## config.mk

```make
export PLATFORM = sky130hd
export DESIGN_NAME = median_mean_pixel_filter_unit
export DESIGN_NICKNAME = d
export VERILOG_FILES = /design/src/rtl/mmpf_pkg.sv /design/src/rtl/mmpf_chan.sv /design/src/rtl/median_mean_pixel_filter_unit.sv
export SDC_FILE = /design/constraint.sdc
export NUM_CORES = 1
export LEC_CHECK = 0
export BUFFER_PORTS_ARGS = -buffer_cell sky130_fd_sc_hd__buf_2
export CORE_ASPECT_RATIO = 0.9
export CORE_MARGIN = 2
export CORE_UTILIZATION = 40
export CTS_BUF_LIST = sky130_fd_sc_hd__clkbuf_8
export DETAILED_ROUTE_END_ITERATION = 10
export GPL_ROUTABILITY_DRIVEN = 0
export GPL_TIMING_DRIVEN = 1
export MAX_ROUTING_LAYER = met4
export PLACE_DENSITY_LB_ADDON = 0.3
export SLEW_MARGIN = 15
export SYNTH_ARGS = -nofsm -noshare
export SYNTH_HDL_FRONTEND = slang
export SYNTH_SLANG_ARGS = --single-unit
```

## constraint.sdc

```tcl
create_clock -name clock -period 19.3 [get_ports clock]
set_clock_uncertainty 0.1 [all_clocks]
set_input_delay 1.93 -clock clock [delete_from_list [all_inputs] [get_ports clock]]
set_output_delay 1.93 -clock clock [all_outputs]
set_load 0.01 [all_outputs]
```

## src/rtl/mmpf_pkg.sv

```systemverilog
`timescale 1ns / 1ps
`default_nettype none
// ----------------------------------------------------------------------------
// mmpf_pkg
// shared types and constants of the median-mean pixel filter
// ----------------------------------------------------------------------------
package mmpf_pkg;

   localparam int WIN_COLS   = 3;
   localparam int WIN_ROWS   = 3;
   localparam int WIN_SIZE   = WIN_COLS * WIN_ROWS;
   localparam int CENTER_IDX = WIN_SIZE / 2;
   localparam int PIX_W      = 8;
   localparam int SUM_W      = 12;
   localparam int CNT_W      = 4;
   localparam int STEP_W     = 3;
   localparam int DIVISOR    = 10;

   localparam logic [CNT_W-1:0]  CNT_LAST   = CNT_W'(WIN_SIZE - 1);
   localparam logic [CNT_W-1:0]  CNT_CENTER = CNT_W'(CENTER_IDX);
   localparam logic [CNT_W-1:0]  MED_RANK   = CNT_W'(CENTER_IDX + 1);
   localparam logic [STEP_W-1:0] STEP_LAST  = STEP_W'(PIX_W - 1);
   localparam logic [SUM_W-1:0]  DIV_CMP    = SUM_W'(DIVISOR * (2 ** (PIX_W - 1)));

   typedef enum logic [2:0] {
      ST_LOAD,
      ST_MEDIAN,
      ST_SUM,
      ST_DIVIDE,
      ST_DONE
   } mmpf_state_type;

   typedef struct packed {
      logic load;
      logic first;
      logic center;
      logic med_step;
      logic div_load;
      logic div_step;
   } mmpf_ctrl_type;

endpackage
`default_nettype wire

```

## src/rtl/mmpf_chan.sv

```systemverilog
`timescale 1ns / 1ps
`default_nettype none
// ----------------------------------------------------------------------------
// mmpf_chan
// one color channel: window shift line, running sum without the center,
// bit-serial median msb first and bit-serial division by ten
// ----------------------------------------------------------------------------
module mmpf_chan import mmpf_pkg::*; (
   input  wire logic                clock,
   input  wire logic                reset,
   input  wire mmpf_ctrl_type       ctrl,
   input  wire logic [PIX_W-1:0]    pix,
   output logic      [PIX_W-1:0]    result
);

   logic [PIX_W-1:0]    win_ff [WIN_SIZE];
   logic [PIX_W-1:0]    win_in [WIN_SIZE];
   logic [WIN_SIZE-1:0] gt_ff, gt_in;
   logic [WIN_SIZE-1:0] lt_ff, lt_in;
   logic [WIN_SIZE-1:0] eff;
   logic [CNT_W-1:0]    ones;
   logic                med_bit;
   logic [PIX_W-1:0]    med_ff, med_in;
   logic [SUM_W-1:0]    acc_ff, acc_in;
   logic [SUM_W-1:0]    addend;
   logic [SUM_W-1:0]    rem_ff, rem_in;
   logic [PIX_W-1:0]    quo_ff, quo_in;

   // median bit: at least rank-many values show a one at this weight
   always_comb begin
      for (int i = 0; i < WIN_SIZE; i++) begin
         eff[i] = gt_ff[i] | (~lt_ff[i] & win_ff[i][PIX_W-1]);
      end
      ones    = CNT_W'($countones(eff));
      med_bit = (ones >= MED_RANK);
   end

   always_comb begin
      for (int i = 0; i < WIN_SIZE; i++) begin
         win_in[i] = win_ff[i];
      end
      gt_in  = gt_ff;
      lt_in  = lt_ff;
      med_in = med_ff;
      if (ctrl.load) begin
         for (int i = 0; i < WIN_SIZE - 1; i++) begin
            win_in[i] = win_ff[i+1];
         end
         win_in[WIN_SIZE-1] = pix;
         gt_in = '0;
         lt_in = '0;
      end else if (ctrl.med_step) begin
         for (int i = 0; i < WIN_SIZE; i++) begin
            win_in[i] = {win_ff[i][PIX_W-2:0], 1'b0};
            if (!gt_ff[i] && !lt_ff[i]) begin
               if (win_ff[i][PIX_W-1] && !med_bit) begin
                  gt_in[i] = 1'b1;
               end
               if (!win_ff[i][PIX_W-1] && med_bit) begin
                  lt_in[i] = 1'b1;
               end
            end
         end
         med_in = {med_ff[PIX_W-2:0], med_bit};
      end
   end

   // center pixel is left out of the sum
   always_comb begin
      addend = ctrl.center ? '0 : SUM_W'(pix);
      acc_in = acc_ff;
      if (ctrl.load) begin
         acc_in = ctrl.first ? addend : acc_ff + addend;
      end
   end

   // restoring division, one quotient bit per beat msb first
   always_comb begin
      rem_in = rem_ff;
      quo_in = quo_ff;
      if (ctrl.div_load) begin
         rem_in = acc_ff + SUM_W'({med_ff, 1'b0});
      end else if (ctrl.div_step) begin
         if (rem_ff >= DIV_CMP) begin
            rem_in = SUM_W'({rem_ff - DIV_CMP, 1'b0});
            quo_in = {quo_ff[PIX_W-2:0], 1'b1};
         end else begin
            rem_in = SUM_W'({rem_ff, 1'b0});
            quo_in = {quo_ff[PIX_W-2:0], 1'b0};
         end
      end
   end

   always_ff @(posedge clock) begin
      for (int i = 0; i < WIN_SIZE; i++) begin
         win_ff[i] <= win_in[i];
      end
      med_ff <= med_in;
      acc_ff <= acc_in;
      rem_ff <= rem_in;
      quo_ff <= quo_in;
   end

   always_ff @(posedge clock) begin
      if (reset) begin
         gt_ff <= '0;
         lt_ff <= '0;
      end else begin
         gt_ff <= gt_in;
         lt_ff <= lt_in;
      end
   end

   assign result = quo_ff;

endmodule
`default_nettype wire

```

## src/rtl/median_mean_pixel_filter_unit.sv

```systemverilog
`timescale 1ns / 1ps
`default_nettype none
// ----------------------------------------------------------------------------
// median_mean_pixel_filter_unit
// 3x3 rgb window filter: mean of the window with the center replaced by the
// median at weight two, floor divided by ten
// ----------------------------------------------------------------------------
// Pixels of a window arrive in row order, one beat per cycle while req_tready
// is high, nine beats per window. After the ninth beat the input stalls for
// the bit-serial median search (one bit per cycle over the nine stored
// values), the forming of the numerator and the bit-serial division by ten,
// then for the move of the result into the output register once that
// register is free. The three color channels are worked on side by side. A
// held result blocks only the end of the next window's computation, not the
// loading of its pixels.
// ----------------------------------------------------------------------------
module median_mean_pixel_filter_unit import mmpf_pkg::*; (
   input  wire logic        clock,
   input  wire logic        reset,
   input  wire logic        req_tvalid,
   output logic             req_tready,
   input  wire logic [23:0] req_tdata,   // red_in, green_in, blue_in
   output logic             rsp_tvalid,
   input  wire logic        rsp_tready,
   output logic      [23:0] rsp_tdata    // red_out, green_out, blue_out
);

   mmpf_state_type    st_ff, st_in;
   logic [STEP_W-1:0] step_ff, step_in;
   logic [CNT_W-1:0]  cnt_ff, cnt_in;
   logic              rsp_valid_ff, rsp_valid_in;
   logic [23:0]       rsp_data_ff;
   logic              accept;
   logic              load_rsp;
   mmpf_ctrl_type     ctrl;
   logic [PIX_W-1:0]  red_q, green_q, blue_q;

   assign accept = req_tvalid & req_tready;

   // next state
   always_comb begin
      st_in = st_ff;
      case (st_ff)
         ST_LOAD: begin
            if (accept && cnt_ff == CNT_LAST) begin
               st_in = ST_MEDIAN;
            end
         end
         ST_MEDIAN: begin
            if (step_ff == STEP_LAST) begin
               st_in = ST_SUM;
            end
         end
         ST_SUM: begin
            st_in = ST_DIVIDE;
         end
         ST_DIVIDE: begin
            if (step_ff == STEP_LAST) begin
               st_in = ST_DONE;
            end
         end
         ST_DONE: begin
            if (!rsp_valid_ff || rsp_tready) begin
               st_in = ST_LOAD;
            end
         end
         default: begin
            st_in = ST_LOAD;
         end
      endcase
   end

   // outputs of the sequencer
   always_comb begin
      req_tready    = 1'b0;
      load_rsp      = 1'b0;
      ctrl          = '0;
      case (st_ff)
         ST_LOAD: begin
            req_tready = 1'b1;
         end
         ST_MEDIAN: begin
            ctrl.med_step = 1'b1;
         end
         ST_SUM: begin
            ctrl.div_load = 1'b1;
         end
         ST_DIVIDE: begin
            ctrl.div_step = 1'b1;
         end
         ST_DONE: begin
            load_rsp = ~rsp_valid_ff | rsp_tready;
         end
         default: begin
            req_tready = 1'b0;
         end
      endcase
      ctrl.load   = req_tvalid & req_tready;
      ctrl.first  = (cnt_ff == '0);
      ctrl.center = (cnt_ff == CNT_CENTER);
   end

   always_comb begin
      step_in = '0;
      if (st_ff == ST_MEDIAN || st_ff == ST_DIVIDE) begin
         step_in = step_ff + 1'b1;
      end
      cnt_in = cnt_ff;
      if (accept) begin
         cnt_in = (cnt_ff == CNT_LAST) ? '0 : cnt_ff + 1'b1;
      end
      rsp_valid_in = load_rsp | (rsp_valid_ff & ~rsp_tready);
   end

   always_ff @(posedge clock) begin
      if (reset) begin
         st_ff        <= ST_LOAD;
         step_ff      <= '0;
         cnt_ff       <= '0;
         rsp_valid_ff <= 1'b0;
      end else begin
         st_ff        <= st_in;
         step_ff      <= step_in;
         cnt_ff       <= cnt_in;
         rsp_valid_ff <= rsp_valid_in;
      end
   end

   always_ff @(posedge clock) begin
      if (load_rsp) begin
         rsp_data_ff <= {blue_q, green_q, red_q};
      end
   end

   mmpf_chan u_red (
      .clock  (clock),
      .reset  (reset),
      .ctrl   (ctrl),
      .pix    (req_tdata[7:0]),
      .result (red_q)
   );

   mmpf_chan u_green (
      .clock  (clock),
      .reset  (reset),
      .ctrl   (ctrl),
      .pix    (req_tdata[15:8]),
      .result (green_q)
   );

   mmpf_chan u_blue (
      .clock  (clock),
      .reset  (reset),
      .ctrl   (ctrl),
      .pix    (req_tdata[23:16]),
      .result (blue_q)
   );

   assign rsp_tvalid = rsp_valid_ff;
   assign rsp_tdata  = rsp_data_ff;

endmodule
`default_nettype wire

```

==> results summary <==
The number of cell instances on the worst register-to-register path is 10. The final number of hold-violating endpoints came out at 0. The clock reaches the later pin of the worst-skew pair after 0.64 ns. The delay contributed by the slowest stage of the critical path came out at 0.91 ns. The floorplan has 78 rows. Global routing consumed, over all layers together, 15.3% of the routing resources. In this run the number of cells on the critical path is 4. The path class of the tightest hold or removal check is reg -> reg. The worst pin sits at a relative slew slack of 29.9%. The clock passes through at most 3 buffers. Across all register-to-register paths, the minimum setup slack is 15.54 ns.

The effective utilization at floorplan is between 40% and 50%. The worst setup path is launched from an input pin. Tracing the worst setup path back leads to its startpoint at req_tvalid. The areal power density over the cells came out at approximately 94 nW/um2. The post-synthesis net count came out at 2059. Setup violations remaining at the end of the flow were counted as 0.

The number of synthesized register bits came out at 425. The largest delay contributor family on the critical path is buffers and inverters. The kind of capture point of the worst setup path is a register. Clock tree synthesis selected as its root buffer the cell sky130_fd_sc_hd__clkbuf_8. The number of I/O pins is 54. In this run switching power makes up 26.3% of total power.

In this run the critical register-to-register path is launched from u_green.win_ff[0][47]. The number of global-route vias before repair was 12907. The global-route congestion overflow total came out at 0. Once routing completed, OpenROAD measured the worst setup slack at 15.32 ns. The clock tree from TritonCTS is yes. The top cell type's share of synthesized area is a little over half.

The proportion of power drawn by the clock network is a little under two fifths. The power share of the sequential group came out at 51.2%. The initial DRC count came out at 923. The sum of negative setup slack is 0 ns. The share of post-route cells with drive strength above 1 came out at 9.05%. The combinational group share of total power came out at a little under an eighth. The area of the mapped netlist is around 20000 um2. The total area of sequential cells came out at 12100 um2.

The number of clock sinks came out at 425. The final standard cell utilization of the core is roughly 45%. The ratio of routed vias to standard cells is 4.95. The sequential cell area fraction in the yosys report is 59.8%.

Ranked by total cell area, the synthesized netlist is headed by sky130_fd_sc_hd__edfxtp_1, sky130_fd_sc_hd__nand2_1, sky130_fd_sc_hd__dfxtp_1. Once placement completed, the tool counted placed cells totaling approximately 2600. Dividing the final minimum period by the clock period gives approximately a fifth.

The wire length of the first global-routing pass is about 63000 um. Yosys mapped a number of flops with a built-in enable equal to 360. The cell leakage power is 0.00936 uW.

Synthesis produced a netlist whose cell count is about 1900. The endpoint required time on the critical path came out at 19.44 ns. The number of cells in the finished layout apart from fillers is about 2700. In the final layout, the multi-input gates occupy roughly 7500 um2. The switching power summed over all nets came out at 557 uW. The top cell type by total area after synthesis is sky130_fd_sc_hd__edfxtp_1. The endpoint identified for the worst register-to-register timing path is u_green.lt_ff[1].

The setup slack at placement came out at 14.63 ns. The mean post-synth cell area is 10.5 um2. The flow ran to the end, and the final reports show no timing, DRC or antenna violations.

The H-tree generated during clock tree synthesis spans 3 levels. The initial antenna violation count came out at 1. The largest fanout on the critical path came out at between 80 and 90. The area enclosed by the die boundary is around 52000 um2. The number of buffers added for setup after CTS is 0. The CTS buffer count came out at 73.

The detailed placement HPWL is between 20000 and 25000 um. The total of max-cap violations is 0. The number of synthesis warnings is 0.

The wire length reported by the detailed router came out at 38600 um. For this design, the slowest cell found on the critical path is sky130_fd_sc_hd__buf_4. Setup repair after global routing left no endpoint under its margin. For the worst setup path, the data arrival time is 4.11 ns.

The cell-internal power is 1560 uW. The worst setup path is of the in -> reg kind. The post-detailed-route count of antenna-violating nets is 0. The post-synthesis async set-or-reset flop share came out at 0%.

The distinct cell type count of the synthesized netlist is 66. The post-detailed-route wirelength per cell came out at 14.1 um. The number of search-and-repair iterations in the first detailed-routing pass came out at 7.

The final count of pins violating max slew came out at 0. The number of buffer and inverter instances along the worst setup path is 2. The cell that appears most often on the critical path is sky130_fd_sc_hd__nand2_4.

The library cells used most frequently in the layout, excluding fill and tap cells, are sky130_fd_sc_hd__nand2_1, sky130_fd_sc_hd__edfxtp_1, sky130_fd_sc_hd__nor2_1. The shortest clock period the worst path allows after layout is 3.98 ns. The CTS clock-pin slew for the worst setup and hold paths came out at 0.06 ns. The most frequent standard cell in the layout excluding fill and tap cells is sky130_fd_sc_hd__nand2_1.

The achievable frequency is 252 MHz. The maximum number of pins on one net before global-route repair came out at 138. The count of buffers from port buffering is 53.

The area of the placeable core came out at 50300 um2. The floorplan die height came out at 217 um. For the pin with the worst max-slew slack, the measured transition is roughly 1.1 ns.

The signal on the critical path passes through buf_2, nand2_4, nand2_4, buf_4. 0 antenna diodes ended up in the layout. The x dimension of the die came out at approximately 240 um. In this run the worst setup path terminates at u_green.win_ff[0][26]. The count of hold buffers inserted by post-cts repair is 0. The worst vdd rail ir drop came out at 0.0457 mV. The total number of vias came out at 13535.

In the synthesized netlist the dominant register cell turns out to be sky130_fd_sc_hd__edfxtp_1. The final-stage net count is 2119. The fill cell instance count of the final layout came out at 4710. The area overhead of the layout relative to synthesis is 11.1%. After detailed routing, the number of remaining DRC violations is 0. The count of cells resized by post-cts repair came out at 0.
## worst register-to-register path, stage by stage (launching register included)
cell and delay [ns]:
sky130_fd_sc_hd__edfxtp_1 0.43, sky130_fd_sc_hd__a21o_1 0.22, sky130_fd_sc_hd__ha_1 0.30, sky130_fd_sc_hd__fa_1 0.45, sky130_fd_sc_hd__fa_1 0.48, sky130_fd_sc_hd__ha_1 0.23
sky130_fd_sc_hd__fa_1 0.49, sky130_fd_sc_hd__a21o_1 0.30, sky130_fd_sc_hd__and2_1 0.46, sky130_fd_sc_hd__a21oi_1 0.14, sky130_fd_sc_hd__nor2_1 0.11
## per-stage QoR
step | area (um2) | power [uW] | hold slack (ns)
after floorplan | 20300 | 1290 | 0.296
after global placement | 21100 | 1350 | 0.303
after detailed placement | 21100 | 1360 | 0.307
after CTS | 22500 | 2150 | 0.322
after global routing | 22500 | 2230 | 0.342
final | 22500 | 2120 | 0.319
## power groups by stage
stage	clock network, uW	logic [uW]	registers [uW]
4_1_cts	808	257	1080
3_3_place_gp	0	245	1100
3_5_place_dp	0	255	1100
6_report	782	253	1080
5_1_grt	845	292	1090
2_1_floorplan	0	197	1100
## cells in the mapped netlist, drive strengths merged (2+ instances only)
master     n
a21oi     72
clkbuf    26
nand4b     5
edfxtp   360
o211ai     8
mux2       5
nand4      2
o21a       2
nand2b    15
a21bo      3
fa        21
mux2i      6
or3b       2
a32oi      2
and3       7
or2        2
inv       79
o21bai     3
a31oi     33
and2      59
ha        73
buf       54
xnor2      5
a2111oi    2
nor3      13
a22oi      4
nor2     115
and2b      2
nor4       6
a21o      36
nor4b      4
dfxtp     65
o31ai     10
nor2b     12
xor2      22
nor3b     13
nand3b     7
a31o       2
o21ai     67
a211oi    22
or3       11
nand2    654
nand3     14
or4        4
## final cells by class
| type | instances | share of cell area [%] |
|---|---|---|
| timing repair buffer | 65 | 1.60 |
| inverter | 80 | 1.37 |
| clock inverter | 54 | 1.29 |
| sequential | 425 | 53.8 |
| multi-input combinational | 1352 | 33.2 |
| tap | 680 | 3.78 |
| clock buffer | 80 | 4.89 |
## cell families (layout without fill, tap and decap cells)
kind of cell | Yosys count | after routing | share of synthesized area (%)
and+or+nand+nor | 949 | 949 | 20.1
DFF | 425 | 425 | 59.8
AOI/OAI and AO/OA | 271 | 271 | 8.35
buffers and inverters | 160 | 279 | 3.46
adders and majority gates | 94 | 94 | 6.58
xor gates and xnor gates | 27 | 27 | 1.17
muxes | 11 | 11 | 0.574
## worst min-delay path by stage
stage / slack (ns) / end / depth (start not counted) / start
final: 0.32 / rsp_tdata[23] / 0 / u_blue.result[7]
after global routing: 0.34 / rsp_tdata[23] / 0 / u_blue.result[7]
after CTS: 0.32 / rsp_tdata[23] / 0 / u_blue.result[7]
after detailed placement: 0.31 / rsp_tdata[23] / 0 / u_blue.result[7]
after global placement: 0.30 / rsp_tdata[7] / 0 / u_red.result[7]
after floorplan: 0.30 / step_ff[0] / 1 / step_ff[0]
## flip-flops by register name, summed over array words and instances (netlist names), 8 cells and up
name            cells
u_blue.win_ff      72
u_green.win_ff     72
u_red.win_ff       72
rsp_tdata          24
u_blue.acc_ff      12
u_blue.rem_ff      12
u_green.acc_ff     12
u_green.rem_ff     12
u_red.acc_ff       12
u_red.rem_ff       12
u_blue.gt_ff        9
u_blue.lt_ff        9
u_green.gt_ff       9
u_green.lt_ff       9
u_red.gt_ff         9
u_red.lt_ff         9
u_blue.med_ff       8
u_blue.result       8
u_green.med_ff      8
u_green.result      8
u_red.med_ff        8
u_red.result        8
## routing by layer
layer / up-vias / global-route usage [%] / part of all wire [%]
met5: - / - / 0
met4: 0 / 5.12 / 2.2
met3: 71 / 3.35 / 4.1
met2: 223 / 23.5 / 46
met1: 6454 / 20.2 / 48
li1: 6787 / - / -
Power figures use the tool's default switching activity.
